**src/rtl/qedec_pkg.sv**
```systemverilog
package qedec_pkg;

  localparam int unsigned TimeW     = 32;
  localparam int unsigned DebounceW = 8;
  localparam int unsigned LongW     = 16;
  localparam int unsigned CountW    = 8;
  localparam int unsigned PhaseW    = 2;
  localparam int unsigned ApbAddrW  = 3;
  localparam int unsigned ApbDataW  = 32;

  localparam logic [DebounceW-1:0] DebounceReset  = 8'd3;
  localparam logic [LongW-1:0]     LongPressReset = 16'd1500;
  localparam logic [PhaseW-1:0]    PhaseIdle      = 2'b11;

  localparam logic signed [CountW-1:0] CountMax = 8'sd127;
  localparam logic signed [CountW-1:0] CountMin = -8'sd127;

  typedef enum logic {
    REG_DEBOUNCE   = 1'b0,
    REG_LONG_PRESS = 1'b1
  } reg_idx_e;

  // One poll as held in the input stage
  typedef struct packed {
    logic [TimeW-1:0]  now_ms;
    logic [PhaseW-1:0] phase;
    logic              button_level;
    logic              take_direction;
    logic              take_press;
    logic              take_long_press;
  } item_t;

  // Quadrature step, indexed by {old phase, new phase}
  function automatic logic signed [1:0] step_delta(input logic [3:0] idx);
    logic signed [1:0] d;
    case (idx)
      4'd1, 4'd7, 4'd8, 4'd14: d = 2'sd1;
      4'd2, 4'd4, 4'd11, 4'd13: d = -2'sd1;
      default: d = 2'sd0;
    endcase
    return d;
  endfunction

endpackage

```
**src/rtl/quadrature_encoder_button_decoder.sv**
```systemverilog
// Quadrature encoder and push-button decoder with debounce.
// Input channel (in_valid_i/in_ready_o): one poll per request, carrying the
// millisecond timestamp, pin levels A/B, the active-low button level and the
// take bits that clear count or flags once the result for that poll is built.
// Output channel (out_valid_o/out_ready_i): one result per poll with the
// saturating direction count and the short/long press flags after the poll.
// Flow: a request is first held in the input register; the state update and
// the result register load happen together when it advances, and the result
// is valid from the result register. Throughput: one request per cycle while
// the receiver does not stall; the encoder and button state update together.
// When the receiver stalls the result register holds, the input register
// fills, and in_ready_o drops only once both are occupied.
// Reset: count zero, phase idle (both pins high), button released, flags
// clear, debounce 3 ms, long-press 1500 ms; both stages empty.
// Configuration over APB: debounce at 0x0, long-press time at 0x4; write only
// while no request is in flight.
module quadrature_encoder_button_decoder import qedec_pkg::*; (
  input  logic                     clk_i,
  input  logic                     rst_ni,
  input  logic                     psel,
  input  logic                     penable,
  input  logic                     pwrite,
  input  logic [ApbAddrW-1:0]      paddr,
  input  logic [ApbDataW-1:0]      pwdata,
  output logic [ApbDataW-1:0]      prdata,
  output logic                     pready,
  input  logic                     in_valid_i,
  output logic                     in_ready_o,
  input  logic [TimeW-1:0]         now_ms_i,
  input  logic                     pin_a_i,
  input  logic                     pin_b_i,
  input  logic                     button_level_i,
  input  logic                     take_direction_i,
  input  logic                     take_press_i,
  input  logic                     take_long_press_i,
  output logic                     out_valid_o,
  input  logic                     out_ready_i,
  output logic signed [CountW-1:0] direction_count_o,
  output logic                     press_seen_o,
  output logic                     long_press_seen_o
);

  logic [DebounceW-1:0] debounce_q;
  logic [LongW-1:0]     long_press_q;
  reg_idx_e             reg_idx;

  logic  in_valid_q;
  item_t item_q;
  logic  out_valid_q;
  logic  advance;

  logic signed [CountW-1:0] count_d, count_q;
  logic                     press_d, press_q;
  logic                     long_d, long_q;

  // configuration
  assign pready  = 1'b1;
  assign reg_idx = reg_idx_e'(paddr[2]);

  always_comb begin
    case (reg_idx)
      REG_DEBOUNCE:   prdata = {{(ApbDataW-DebounceW){1'b0}}, debounce_q};
      REG_LONG_PRESS: prdata = {{(ApbDataW-LongW){1'b0}}, long_press_q};
      default:        prdata = '0;
    endcase
  end

  always_ff @(posedge clk_i or negedge rst_ni) begin
    if (!rst_ni) begin
      debounce_q   <= DebounceReset;
      long_press_q <= LongPressReset;
    end else if (psel && penable && pwrite && pready) begin
      case (reg_idx)
        REG_DEBOUNCE:   debounce_q   <= pwdata[DebounceW-1:0];
        REG_LONG_PRESS: long_press_q <= pwdata[LongW-1:0];
        default: ;
      endcase
    end
  end

  // input register
  assign advance    = in_valid_q && (!out_valid_q || out_ready_i);
  assign in_ready_o = !in_valid_q || advance;

  always_ff @(posedge clk_i or negedge rst_ni) begin
    if (!rst_ni) begin
      in_valid_q <= 1'b0;
    end else if (in_ready_o) begin
      in_valid_q <= in_valid_i;
    end
  end

  always_ff @(posedge clk_i) begin
    if (in_ready_o && in_valid_i) begin
      item_q <= '{now_ms:          now_ms_i,
                  phase:           {pin_a_i, pin_b_i},
                  button_level:    button_level_i,
                  take_direction:  take_direction_i,
                  take_press:      take_press_i,
                  take_long_press: take_long_press_i};
    end
  end

  qedec_encoder u_encoder (
    .clk_i         (clk_i),
    .rst_ni        (rst_ni),
    .en_i          (advance),
    .item_i        (item_q),
    .debounce_ms_i (debounce_q),
    .count_o       (count_d)
  );

  qedec_button u_button (
    .clk_i           (clk_i),
    .rst_ni          (rst_ni),
    .en_i            (advance),
    .item_i          (item_q),
    .debounce_ms_i   (debounce_q),
    .long_press_ms_i (long_press_q),
    .press_o         (press_d),
    .long_o          (long_d)
  );

  // result register
  always_ff @(posedge clk_i or negedge rst_ni) begin
    if (!rst_ni) begin
      out_valid_q <= 1'b0;
    end else if (advance) begin
      out_valid_q <= 1'b1;
    end else if (out_ready_i) begin
      out_valid_q <= 1'b0;
    end
  end

  always_ff @(posedge clk_i) begin
    if (advance) begin
      count_q <= count_d;
      press_q <= press_d;
      long_q  <= long_d;
    end
  end

  assign out_valid_o       = out_valid_q;
  assign direction_count_o = count_q;
  assign press_seen_o      = press_q;
  assign long_press_seen_o = long_q;

  a_count_in_range: assert property (@(posedge clk_i) disable iff (!rst_ni)
    out_valid_q |-> (count_q != 8'sh80))
    else $error("direction count left its saturating range");

  a_stage_drains: assert property (@(posedge clk_i) disable iff (!rst_ni)
    (in_valid_q && !out_valid_q) |=> out_valid_q)
    else $error("pending request not moved to result register");

  a_full_blocks: assert property (@(posedge clk_i) disable iff (!rst_ni)
    (in_valid_q && out_valid_q && !out_ready_i) |-> !in_ready_o)
    else $error("request taken while both stages are full");

endmodule

```
**src/rtl/qedec_encoder.sv**
```systemverilog
module qedec_encoder import qedec_pkg::*; (
  input  logic                     clk_i,
  input  logic                     rst_ni,
  input  logic                     en_i,
  input  item_t                    item_i,
  input  logic [DebounceW-1:0]     debounce_ms_i,
  output logic signed [CountW-1:0] count_o
);

  logic [PhaseW-1:0]        last_phase_q, last_phase_d;
  logic [TimeW-1:0]         phase_time_q, phase_time_d;
  logic signed [CountW-1:0] acc_q, acc_d;

  logic [TimeW-1:0]         elapsed;
  logic                     accept_step;
  logic signed [1:0]        delta;
  logic signed [CountW:0]   sum;
  logic signed [CountW-1:0] acc_new;

  assign elapsed     = item_i.now_ms - phase_time_q;
  assign accept_step = (item_i.phase != last_phase_q) &&
                       (elapsed >= {{(TimeW-DebounceW){1'b0}}, debounce_ms_i});
  assign delta       = step_delta({last_phase_q, item_i.phase});
  assign sum         = {acc_q[CountW-1], acc_q} + {{(CountW-1){delta[1]}}, delta};

  always_comb begin
    // clamp to the symmetric range
    if (sum > $signed({CountMax[CountW-1], CountMax})) begin
      acc_new = CountMax;
    end else if (sum < $signed({CountMin[CountW-1], CountMin})) begin
      acc_new = CountMin;
    end else begin
      acc_new = sum[CountW-1:0];
    end
  end

  assign count_o = accept_step ? acc_new : acc_q;

  always_comb begin
    last_phase_d = last_phase_q;
    phase_time_d = phase_time_q;
    acc_d        = acc_q;
    if (en_i) begin
      if (accept_step) begin
        last_phase_d = item_i.phase;
        phase_time_d = item_i.now_ms;
      end
      acc_d = item_i.take_direction ? '0 : count_o;
    end
  end

  always_ff @(posedge clk_i or negedge rst_ni) begin
    if (!rst_ni) begin
      last_phase_q <= PhaseIdle;
      phase_time_q <= '0;
      acc_q        <= '0;
    end else begin
      last_phase_q <= last_phase_d;
      phase_time_q <= phase_time_d;
      acc_q        <= acc_d;
    end
  end

endmodule

```
**src/rtl/qedec_button.sv**
```systemverilog
module qedec_button import qedec_pkg::*; (
  input  logic                 clk_i,
  input  logic                 rst_ni,
  input  logic                 en_i,
  input  item_t                item_i,
  input  logic [DebounceW-1:0] debounce_ms_i,
  input  logic [LongW-1:0]     long_press_ms_i,
  output logic                 press_o,
  output logic                 long_o
);

  logic             last_button_q, last_button_d;
  logic [TimeW-1:0] press_time_q, press_time_d;
  logic             press_q, press_d;
  logic             long_q, long_d;

  logic             edge_ok;
  logic             last_button_a;
  logic [TimeW-1:0] press_time_a;
  logic             press_a;
  logic [TimeW-1:0] held;
  logic             long_hit;

  assign edge_ok = (item_i.button_level != last_button_q) &&
                   ((item_i.now_ms - press_time_q) >=
                    {{(TimeW-DebounceW){1'b0}}, debounce_ms_i});

  always_comb begin
    last_button_a = last_button_q;
    press_time_a  = press_time_q;
    press_a       = press_q;
    if (edge_ok) begin
      last_button_a = item_i.button_level;
      // stamp only on the press, not on release
      if (!item_i.button_level) begin
        press_a      = 1'b1;
        press_time_a = item_i.now_ms;
      end
    end
  end

  assign held     = item_i.now_ms - press_time_a;
  assign long_hit = !last_button_a && !long_q &&
                    (held >= {{(TimeW-LongW){1'b0}}, long_press_ms_i});

  assign long_o  = long_q | long_hit;
  assign press_o = press_a & ~long_hit;

  always_comb begin
    last_button_d = last_button_q;
    press_time_d  = press_time_q;
    press_d       = press_q;
    long_d        = long_q;
    if (en_i) begin
      last_button_d = last_button_a;
      press_time_d  = press_time_a;
      press_d       = press_o & ~item_i.take_press;
      long_d        = long_o & ~item_i.take_long_press;
    end
  end

  always_ff @(posedge clk_i or negedge rst_ni) begin
    if (!rst_ni) begin
      last_button_q <= 1'b1;
      press_time_q  <= '0;
      press_q       <= 1'b0;
      long_q        <= 1'b0;
    end else begin
      last_button_q <= last_button_d;
      press_time_q  <= press_time_d;
      press_q       <= press_d;
      long_q        <= long_d;
    end
  end

endmodule
```
**config.mk**
```make
export PLATFORM = sky130hd
export DESIGN_NAME = quadrature_encoder_button_decoder
export DESIGN_NICKNAME = d
export VERILOG_FILES = /design/src/rtl/qedec_pkg.sv /design/src/rtl/quadrature_encoder_button_decoder.sv /design/src/rtl/qedec_encoder.sv /design/src/rtl/qedec_button.sv
export SDC_FILE = /design/constraint.sdc
export NUM_CORES = 1
export LEC_CHECK = 0
export ABC_AREA = 1
export BUFFER_PORTS_ARGS = -buffer_cell sky130_fd_sc_hd__buf_2
export CAP_MARGIN = 10
export CORE_ASPECT_RATIO = 1.2
export CORE_MARGIN = 8
export CORE_UTILIZATION = 40
export CTS_CLUSTER_DIAMETER = 30
export CTS_CLUSTER_SIZE = 14
export DETAILED_ROUTE_END_ITERATION = 10
export SETUP_SLACK_MARGIN = 0.02
export SYNTH_ARGS = -nofsm -noshare
export SYNTH_HDL_FRONTEND = slang
export SYNTH_SLANG_ARGS = --single-unit
```
**constraint.sdc**
```tcl
create_clock -name clk_i -period 8 [get_ports clk_i]
set_input_delay 0.4 -clock clk_i [delete_from_list [all_inputs] [get_ports clk_i]]
set_output_delay 0.4 -clock clk_i [all_outputs]
set_load 0.01 [all_outputs]
```
After elaboration in Yosys (flattened, before gate mapping)
Memories as Yosys holds them, arrays and structs flattened.
Index checks and enable logic that the tools add are counted.
{"block": "op_classes", "reduce_logical": 18, "muxes": 12, "n_addsub": 4, "n_eq_ne": 2, "bitwise_logic": 8, "order_cmp": 5}
{"operator": "32-bit subtractor", "n": 3}
{"operator": "32-bit by 8-bit greater-or-equal comparator with 1-bit output", "n": 2}
{"operator": "32-bit two-way mux", "n": 2}
{"operator": "32-bit one-hot mux with 2 select lines", "n": 1}
{"operator": "32-bit by 16-bit greater-or-equal comparator with 1-bit output", "n": 1}
{"operator": "8-bit two-way mux", "n": 4}
{"operator": "8-bit by 2-bit adder with 9-bit output", "n": 1}
{"operator": "9-bit by 8-bit > comparator with 1-bit output, second input constant", "n": 1}
{"operator": "9-bit by 8-bit less-than comparator with 1-bit output, second input constant", "n": 1}
{"operator": "1-bit logical AND", "n": 8}
{"operator": "2-bit AND reduction", "n": 3}
{"operator": "1-bit two-way mux", "n": 5}
{"operator": "1-bit zero test", "n": 4}
{"operator": "1-bit inverter", "n": 4}
{"operator": "1-bit AND", "n": 3}
{"operator": "1-bit logical OR", "n": 2}
{"operator": "2-bit inequality test", "n": 1}
{"operator": "2-bit nonzero test", "n": 1}
{"operator": "1-bit inequality test", "n": 1}
{"operator": "1-bit bitwise OR", "n": 1}
{"block": "totals", "out_inout_bits": 45, "mem_bits_ro": 32, "elab_cells": 70, "in_bits": 80, "regBits": 151, "mem_count": 1}
{"name": "(name not given)", "words": 16, "width": 2, "rd": 1, "rd_ports_with_merged_regs": 0, "wr": 0, "line_no": "qedec_pkg.sv:36", "source": "case (idx)"}

Logic depth before layout (Yosys ltp)
Gate-level depths: netlist (run 1).
{"block": "logic_depth", "word_depth": 10, "depth_mapped": 57, "ltp_nobuf": 55}

Cells and area by module
Synthesis (run 1) repeated with hierarchy kept, for this count alone.
{"block": "hier_totals", "cells_unflattened": 2332, "area_unflattened_um2": 14839.2}
{"mod": "qedec_button", "instances": 1, "seq_area_each_um2": 877.1, "area_each_um2": 6877.8, "cells_per_inst": 1234}
{"mod": "qedec_encoder", "instances": 1, "seq_area_each_um2": 1053.5, "area_each_um2": 5151.2, "cells_per_inst": 870}
{"mod": "quadrature_encoder_button_decoder", "instances": 1, "seq_area_each_um2": 2103.3, "area_each_um2": 2810.2, "cells_per_inst": 228}

Worst setup path before layout (run 1)
No wires, ideal clock.
{"block": "synth_path", "path_type": "register to register", "startpoint": "reg item_q[7] in the netlist's numbering", "endpoint": "reg long_q (netlist: long_press_seen_o) (data pin)", "setup_slack_ns": 1.440, "stages_incl_launch_ff": 55, "t_required_ns": 7.747, "arrival_time_ns": 6.307, "period_less_slack_ns": 6.560, "setup_ns": 0.253, "path_buffers": 2, "cell_sequence": "edfxtp_1 > inv_1 > fa_1 > inv_1 > nand2_1 > nand2_1 > nand2_1 > o21bai_2 > xor2_1 > ha_1 > nand2_1 > inv_1 > nand2_1 > nand2_1 > a21oi_1 > nand2_1 > nor2_1 > nand2_1 > [19 not listed] > nand2_1 > nand2_1 > nand2_1 > nand2_2 > xor2_1 > ha_1 > a21oi_1 > o21bai_1 > nor2_1 > o221ai_1 > a21oi_1 > nand3_1 > nor2_1 > nand2_1 > nor2_1 > nand2_1 > nand2_2 > nand2_1"}
{"block": "synth_between", "elab_chain_len": 8, "word_cells_on_any_way": 12, "classes_between": "2 x add/sub; 2 x order compare; 3 x mux; 1 x bitwise; 4 x reduce/logical"}
{"item": "start: declaration", "line_no": "quadrature_encoder_button_decoder.sv:48", "source": "item_t item_q;"}
{"item": "start signal: assignment", "line_no": "quadrature_encoder_button_decoder.sv:95", "source": "item_q <= '{now_ms: now_ms_i,"}
{"item": "32-bit subtractor", "line_no": "qedec_button.sv:25", "source": "((item_i.now_ms - press_time_q) >="}
{"item": "32-bit by 8-bit greater-or-equal comparator with 1-bit output", "line_no": "qedec_button.sv:25"}
{"item": "1-bit logical AND", "line_no": "qedec_button.sv:24", "source": "assign edge_ok = (item_i.button_level != last_button_q) &&"}
{"item": "32-bit two-way mux", "line_no": "qedec_button.sv:32", "source": "if (edge_ok) begin"}
{"item": "net u_button.press_time_a[0]", "line_no": "qedec_button.sv:19", "source": "logic [TimeW-1:0] press_time_a;"}
{"item": "32-bit subtractor", "line_no": "qedec_button.sv:42", "source": "assign held = item_i.now_ms - press_time_a;"}
{"item": "32-bit by 16-bit greater-or-equal comparator with 1-bit output", "line_no": "qedec_button.sv:44", "source": "(held >= {{(TimeW-LongW){1'b0}}, long_press_ms_i});"}
{"item": "1-bit logical AND", "line_no": "qedec_button.sv:43", "source": "assign long_hit = !last_button_a && !long_q &&"}
{"item": "1-bit bitwise OR", "line_no": "qedec_button.sv:46", "source": "assign long_o = long_q | long_hit;"}
{"item": "net long_d", "line_no": "quadrature_encoder_button_decoder.sv:54", "source": "logic long_d, long_q;"}
{"item": "end signal: assignment", "line_no": "quadrature_encoder_button_decoder.sv:139", "source": "long_q <= long_d;"}
{"item": "end: declaration", "line_no": "quadrature_encoder_button_decoder.sv:54"}
The timed path passes the listed nets, and every way through them passes these cells.
A chain may end at the register's enable or synchronous reset.

Worst setup path after layout (run 1)
{"block": "layout_path", "startpoint": "reg item_q[6] in the netlist's numbering", "endpoint": "reg long_q (netlist: long_press_seen_o) (data pin)"}
{"block": "layout_between", "elab_chain_len": 8, "word_cells_on_any_way": 12, "classes_between": "2 x add/sub; 2 x order compare; 3 x mux; 1 x bitwise; 4 x reduce/logical"}
{"item": "32-bit subtractor", "line_no": "qedec_button.sv:25"}
{"item": "32-bit by 8-bit greater-or-equal comparator with 1-bit output", "line_no": "qedec_button.sv:25"}
{"item": "1-bit logical AND", "line_no": "qedec_button.sv:24"}
{"item": "32-bit two-way mux (*)", "line_no": "qedec_button.sv:32"}
{"item": "net u_button.press_time_a[0]", "line_no": "qedec_button.sv:19"}
{"item": "32-bit subtractor (*)", "line_no": "qedec_button.sv:42"}
{"item": "32-bit by 16-bit greater-or-equal comparator with 1-bit output (*)", "line_no": "qedec_button.sv:44"}
{"item": "1-bit logical AND (*)", "line_no": "qedec_button.sv:43"}
{"item": "1-bit bitwise OR (*)", "line_no": "qedec_button.sv:46"}
{"item": "net long_d", "line_no": "quadrature_encoder_button_decoder.sv:54"}
The timed path passes the listed nets; every way through them passes the cells marked *.

==> metrics.log, run 1 <==
[metrics] routability congestion estimate: 0.914
[metrics] accumulated negative setup slack: 0 ns
[metrics] main combinational cell family by area after synthesis: simple AND/OR/NAND/NOR gates
[metrics] library cell used as clock root buffer: clkbuf_16
[metrics] primary flip-flop cell chosen by synthesis mapping: dfrtp_1
[metrics] Warnings, synthesis: 0
[metrics] min setup slack post-route: 0.933 ns
[metrics] count of unresolved DRC violations after routing: 0
[metrics] relative area change from synthesis to final layout: 11.2%
[metrics] fin nets: 2,266
[metrics] Leakage: 7.85 nW
[metrics] area fraction in and, or, nand and nor cells after synthesis: 28.3%
[metrics] Setup crit start kind: register
[metrics] TritonCTS clock tree: done
[metrics] XOR/XNOR share of the synthesized area: 4.06%
[metrics] die height: 218 um
[metrics] synthesis-stage register bit count: 151
[metrics] number of enable-type register cells in the synthesized netlist: 48
[metrics] Slew Limit Fails: 0
[metrics] worst setup path category: reg2reg
[metrics] core utilization of the finished layout: 44.8%
[metrics] worst slack after detailed placement: 0.506 ns
[metrics] count of inserted antenna diode cells: 0
[metrics] number of maximum-capacitance constraint violations: 0
[metrics] antenna violations before repair: 0
[metrics] total number of H-tree levels: 4
[metrics] via-per-instance ratio: 5.00
[metrics] synthesized instance count: 1,957
[metrics] arrival time reported for the critical path endpoint: 7.28 ns
[metrics] Clock Path Buffers: 2
[metrics] die span in x: 184 um
[metrics] first-pass iteration count of the detailed router: 5
[metrics] core area: 0.0337 mm2
[metrics] clock tree skew after final layout: 0.00917 ns
[metrics] adder and majority gate portion of the synthesized area: 12.9%
[metrics] remaining antenna violation count: 0
[metrics] maximum fanout along the worst path: 13
[metrics] RSZ-0062 raised after global routing: false
[metrics] minimum clock period after layout: 7.07 ns
[metrics] endpoint required time on the critical path: 8.21 ns
[metrics] kind of path behind the tightest hold check: in2reg
[metrics] largest net degree at the start of global routing: 64
[metrics] floorplan row count: 74
[metrics] number of placed I/O pins: 125
[metrics] Rel. slew slack: 40.1%
[metrics] sequential area share after synthesis: 29.7%
[metrics] Routed WL: 38,300 um
[metrics] PwrDens: 405 mW/mm2
[metrics] run status: completed
[metrics] number of hold violations in the final report: 0
[metrics] clk sink count: 151
[metrics] vias in the first global route: 12,300
[metrics] global-route wire length before repair: 61,500 um
[metrics] starting utilization of the core area: 40.3%
[metrics] Inserted Clock Buffers: 17
[metrics] share of synthesized area spent on multiplexers: 0.166%
[metrics] Setup crit end kind: register
[metrics] compound-gate portion of the synthesized area: 13.5%
[metrics] estimated wirelength of the detail-placed design: 30,900 um
[metrics] average instance area after synthesis: 6.94 um2
[metrics] total global routing track utilization: 19.4%
[metrics] transition at the pin with the smallest max-transition slack: 0.896 ns
[metrics] Clk Latency, worst-skew pair: 0.45 ns
[metrics] full die area: 0.0401 mm2
[metrics] maximum operating frequency: 142 MHz
[metrics] Final setup violation count: 0
[metrics] wire length per cell: 15.2 um
[metrics] global route total overflow: 0
[metrics] port bufs: 89
[metrics] CP most frequent cell: nand2_1
[metrics] count of distinct cell types in the synthesized netlist: 56
[metrics] First DRT Iteration DRCs: 627
[metrics] post-synthesis instance area: 0.0136 mm2
[metrics] max incr delay on CP: 0.40 ns
[metrics] clock-pin slew of the registers on the worst-case setup and hold paths: 0.06 ns
[metrics] slowest cell on the critical path: fa_1
[metrics] Worst IR Drop VDD: 0.000248 V
[metrics] fin crit share: 88.3%
[metrics] share of layout cells above drive strength 1: 11.5%
[metrics] DR vias: 12,600
[metrics] FFs w/ async S/R, synth: 68.2%
-- per-layer routing --
metal	vias up	track usage, %	wire [um]
li1	6451	-	-
met1	5827	23.0	17000
met2	235	34.4	18700
met3	65	2.87	1250
met4	0	7.97	1260
met5	-	0	0
-- synth_stat cells, drive strengths merged (19+ instances only) --
master / n / area share, %
nand4: 19 / 0.99
xor2: 40 / 2.6
clkbuf: 20 / 0.55
nor3: 26 / 1.0
nor2: 145 / 4.2
dfrtp: 91 / 17
nand3: 93 / 3.7
edfxtp: 48 / 11
nand2: 584 / 17
a21oi: 128 / 5.0
buf: 27 / 1.6
xnor2: 23 / 1.5
ha: 134 / 12
inv: 327 / 9.0
o21ai: 152 / 5.8
-- flip-flops by register name, indices dropped and copies added, names as in the netlist, 2 cells and up --
| name | flops |
|---|---|
| item_q | 38 |
| u_button.press_time_q | 32 |
| u_encoder.phase_time_q | 32 |
| long_press_q | 16 |
| debounce_q | 8 |
| direction_count_o | 8 |
| u_encoder.acc_q | 8 |
| u_encoder.last_phase_q | 2 |
-- critical path: cells and delay by family, from the launching register on --
family,cells,cell delay [ns]
AOI/OAI and AO/OA,8,0.97
xor gates and xnor gates,2,0.37
adders and majority gates,6,1.77
buffers and inverters,4,0.31
DFF,1,0.34
and+or+nand+nor,33,3.07
-- logic make-up after synthesis --
group	after synthesis
xor gates and xnor gates	63
DFF	151
muxes	2
adders and majority gates	138
AOI/OAI and AO/OA	326
and+or+nand+nor	901
buffers and inverters	374
other	2
-- area by class of cell --
type / instances / area, um2
fillers: 3513 / 18600
clock buffers: 19 / 433
inverters: 327 / 1230
multi-input cells: 1448 / 8130
well taps: 456 / 571
clock inverters: 13 / 144
repair buffers: 103 / 556
flip-flops and latches: 151 / 4030
-- cell usage in the layout, fill, tap and decap left out, types with 4 or more instances in the layout --
cell	synthesis	layout
o21ai_0	121	121
a21oi_2	10	10
a21o_1	5	5
o21ai_1	25	25
inv_2	13	13
dfstp_2	12	12
conb_1	2	17
edfxtp_1	48	48
clkbuf_16	0	17
nand3_2	4	4
and2_1	12	12
ha_1	134	134
inv_6	0	4
nor2_1	134	133
nor2_2	11	11
nand2_2	19	21
nand2_1	563	560
inv_1	314	314
dfrtp_1	91	91
o21a_1	5	5
nand4_1	18	18
nor3_1	24	24
a21oi_1	118	118
nand3b_1	12	12
xnor2_1	23	23
buf_2	3	88
buf_4	17	14
nand3_1	88	88
xor2_1	40	39
or2_2	5	5
o21bai_1	15	15
o21ai_2	6	6
-- repair_timing --
action | 4_1_cts | 5_1_grt
resized for setup | 0 | 9
hold buffers | 1 | 0
buffers inserted | 0 | 6
endpoints found under the hold margin | 38 | 0
setup endpoints to repair | 0 | 4
-- power breakdown --
group	internal, W	switching, W
logic	0.00150	0.00257
clock network	0.000462	0.000357
registers	0.00108	0.000137
total	0.00304	0.00307
-- through the flow --
| stage | total power, W | cell area, um2 | std cells | hold slack, ns |
|---|---|---|---|---|
| final | 0.00611 | 15100 | 2517 | 0.120 |
| after global routing | 0.00678 | 15100 | 2517 | 0.103 |
| after CTS | 0.00610 | 15000 | 2510 | 0.0988 |
| after detailed placement | 0.00523 | 14400 | 2477 | 0.432 |
| after global placement | 0.00516 | 14400 | 2477 | 0.433 |
| after floorplan | 0.00431 | 13600 | 1972 | 0.104 |
-- worst paths after layout --
| check | startpoint | end | slack (ns) | cells past startpoint |
|---|---|---|---|---|
| max | item_q[6] | long_press_seen_o | 0.93 | 53 |
| min | now_ms_i[27] | item_q[33] | 0.12 | 1 |
| max reg2reg | item_q[6] | long_press_seen_o | 0.93 | 53 |
| min reg2reg | u_button.press_q | u_button.press_q | 0.48 | 2 |
| max in group asynchronous | rst_ni | u_button.press_time_q[25] | 6.23 | 3 |
| min in group asynchronous | rst_ni | u_encoder.acc_q[1] | 0.49 | 2 |
Note: power is estimated with default switching activity, not from simulation.
==> run 2, diff against run 1 <==
- clock period: 8 -> 9 ns (I/O delays scaled with it)
==> metrics.log, run 2 (synthesis results as in run 1) <==
[metrics] run status: completed
[metrics] global-route wire length before repair: 61,200 um
[metrics] floorplan row count: 74
[metrics] total number of H-tree levels: 4
[metrics] number of cells on the critical path: 52
[metrics] port bufs: 89
[metrics] top register by number of flip-flops: item_q
[metrics] remaining antenna violation count: 0
[metrics] min setup slack post-route: 1.31 ns
[metrics] Combinational Power Share: 66.1%
[metrics] Leakage: 7.82 nW
[metrics] full die area: 0.0401 mm2
[metrics] worst-case hold slack: 0.165 ns
[metrics] share of power burned in registers: 20.0%
[metrics] vias in the first global route: 12,400
[metrics] largest registers: item_q: 38 flops, u_button.press_time_q: 32 flops, u_encoder.phase_time_q: 32 flops
[metrics] Setup crit start kind: register
[metrics] kind of path behind the tightest hold check: in2reg
[metrics] total global routing track utilization: 19.2%
[metrics] die span in x: 184 um
[metrics] RSZ-0062 raised after global routing: false
[metrics] core area: 0.0337 mm2
[metrics] Reg2Reg Depth: 52
[metrics] number of placed I/O pins: 125
[metrics] DR vias: 12,400
[metrics] commonest non-fill, non-tap cells in the layout: nand2_1, inv_1, nor2_1, ha_1, o21ai_0
[metrics] endpoint required time on the critical path: 9.21 ns
[metrics] largest net degree at the start of global routing: 74
[metrics] worst setup path category: reg2reg
[metrics] Top Family by Delay on Critical Path: simple AND/OR/NAND/NOR gates
[metrics] Routed WL: 37,400 um
[metrics] Inserted Clock Buffers: 17
[metrics] via-per-instance ratio: 4.95
[metrics] clk sink count: 151
[metrics] number of instances on the worst hold path: 1
[metrics] Final setup violation count: 0
[metrics] count of buffer and inverter cells on the critical path: 4
[metrics] max incr delay on CP: 0.53 ns
[metrics] estimated wirelength of the detail-placed design: 30,500 um
[metrics] Clock Path Buffers: 2
[metrics] starting utilization of the core area: 40.3%
[metrics] maximum fanout along the worst path: 73
[metrics] library cell used as clock root buffer: clkbuf_16
[metrics] accumulated negative setup slack: 0 ns
[metrics] Rel. slew slack: 36.6%
[metrics] clock network fraction of total power: 13.9%
[metrics] relative area change from synthesis to final layout: 10.6%
[metrics] Slew Limit Fails: 0
[metrics] PwrDens: 360 mW/mm2
[metrics] TritonCTS clock tree: done
[metrics] count of inserted antenna diode cells: 0
[metrics] fin nets: 2,256
[metrics] Worst IR Drop VDD: 0.000222 V
[metrics] fraction of power spent switching nets: 50.1%
[metrics] Setup Fix Bufs, Post-CTS: 0
[metrics] first-pass iteration count of the detailed router: 5
[metrics] Int Pwr: 0.00270 W
[metrics] share of layout cells above drive strength 1: 10.8%
[metrics] die height: 218 um
[metrics] CP most frequent cell: nand2_1
[metrics] minimum clock period after layout: 7.69 ns
[metrics] routability congestion estimate: 0.917
[metrics] number of hold violations in the final report: 0
[metrics] worst slack after detailed placement: 1.31 ns
[metrics] net switching power of the design: 0.00271 W
[metrics] number of maximum-capacitance constraint violations: 0
[metrics] flip-flop count of the largest register after layout: 38
[metrics] clock-pin slew of the registers on the worst-case setup and hold paths: 0.07 ns
[metrics] Setup crit end kind: register
[metrics] antenna violations before repair: 0
[metrics] First DRT Iteration DRCs: 735
[metrics] Clk Latency, worst-skew pair: 0.46 ns
[metrics] clock tree skew after final layout: 0.00903 ns
[metrics] transition at the pin with the smallest max-transition slack: 0.949 ns
[metrics] fin crit share: 85.4%
[metrics] global route total overflow: 0
[metrics] wire length per cell: 14.9 um
[metrics] Design Power: 0.00540 W
[metrics] count of unresolved DRC violations after routing: 0
[metrics] slowest cell on the critical path: edfxtp_1
[metrics] maximum operating frequency: 130 MHz
[metrics] most common cell after layout, fill and taps aside: nand2_1
[metrics] arrival time reported for the critical path endpoint: 7.90 ns
run 2: power groups by stage:
| stage | clock network (W) | registers (W) | logic (W) |
|---|---|---|---|
| after floorplan | 0 | 0.00107 | 0.00276 |
| after global placement | 0 | 0.00108 | 0.00349 |
| after detailed placement | 0 | 0.00109 | 0.00354 |
| after CTS | 0.000773 | 0.00108 | 0.00357 |
| after global routing | 0.000795 | 0.00111 | 0.00410 |
| final | 0.000753 | 0.00108 | 0.00357 |
run 2: per-layer routing:
metal | up-vias | track usage, % | share of wire [%]
met1 | 5695 | 22.7 | 44
met5 | - | 0 | 0
met3 | 69 | 2.58 | 3.9
li1 | 6413 | - | -
met4 | 0 | 8.51 | 3.2
met2 | 243 | 34.0 | 49
run 2: path summary, 6_finish.rpt:
path | slack, ns | endpoint | startpoint
min | 0.17 | item_q[34] | now_ms_i[28]
max | 1.31 | long_press_seen_o | item_q[7]
min reg2reg | 0.48 | u_button.press_q | u_button.press_q
min in group asynchronous | 0.51 | u_encoder.acc_q[6] | rst_ni
max reg2reg | 1.31 | long_press_seen_o | item_q[7]
max in group asynchronous | 7.19 | u_button.press_time_q[30] | rst_ni
run 2: through the flow:
step	std cells	utilization, %	instance area [um2]
after floorplan	1972	-	13600
after global placement	2474	42.7	14400
after detailed placement	2474	42.7	14400
after CTS	2507	44.5	15000
after global routing	2507	44.5	15000
final	2507	44.5	15000
run 2: area by class of cell:
type                       instances  area (um2)
fill                            3557       18700
multi-input combinational       1447        8080
sequential                       151        4030
inverter                         327        1230
tap                              456         571
timing repair buffer              94         488
clock buffer                      17         425
clock inverter                    15         185
run 2: repair_timing:
action / 4_1_cts / 5_1_grt
setup endpoints to repair: 0 / 0
gates resized for setup: 0 / 0
hold endpoints to repair: 25 / 0
hold buffers: 1 / 0
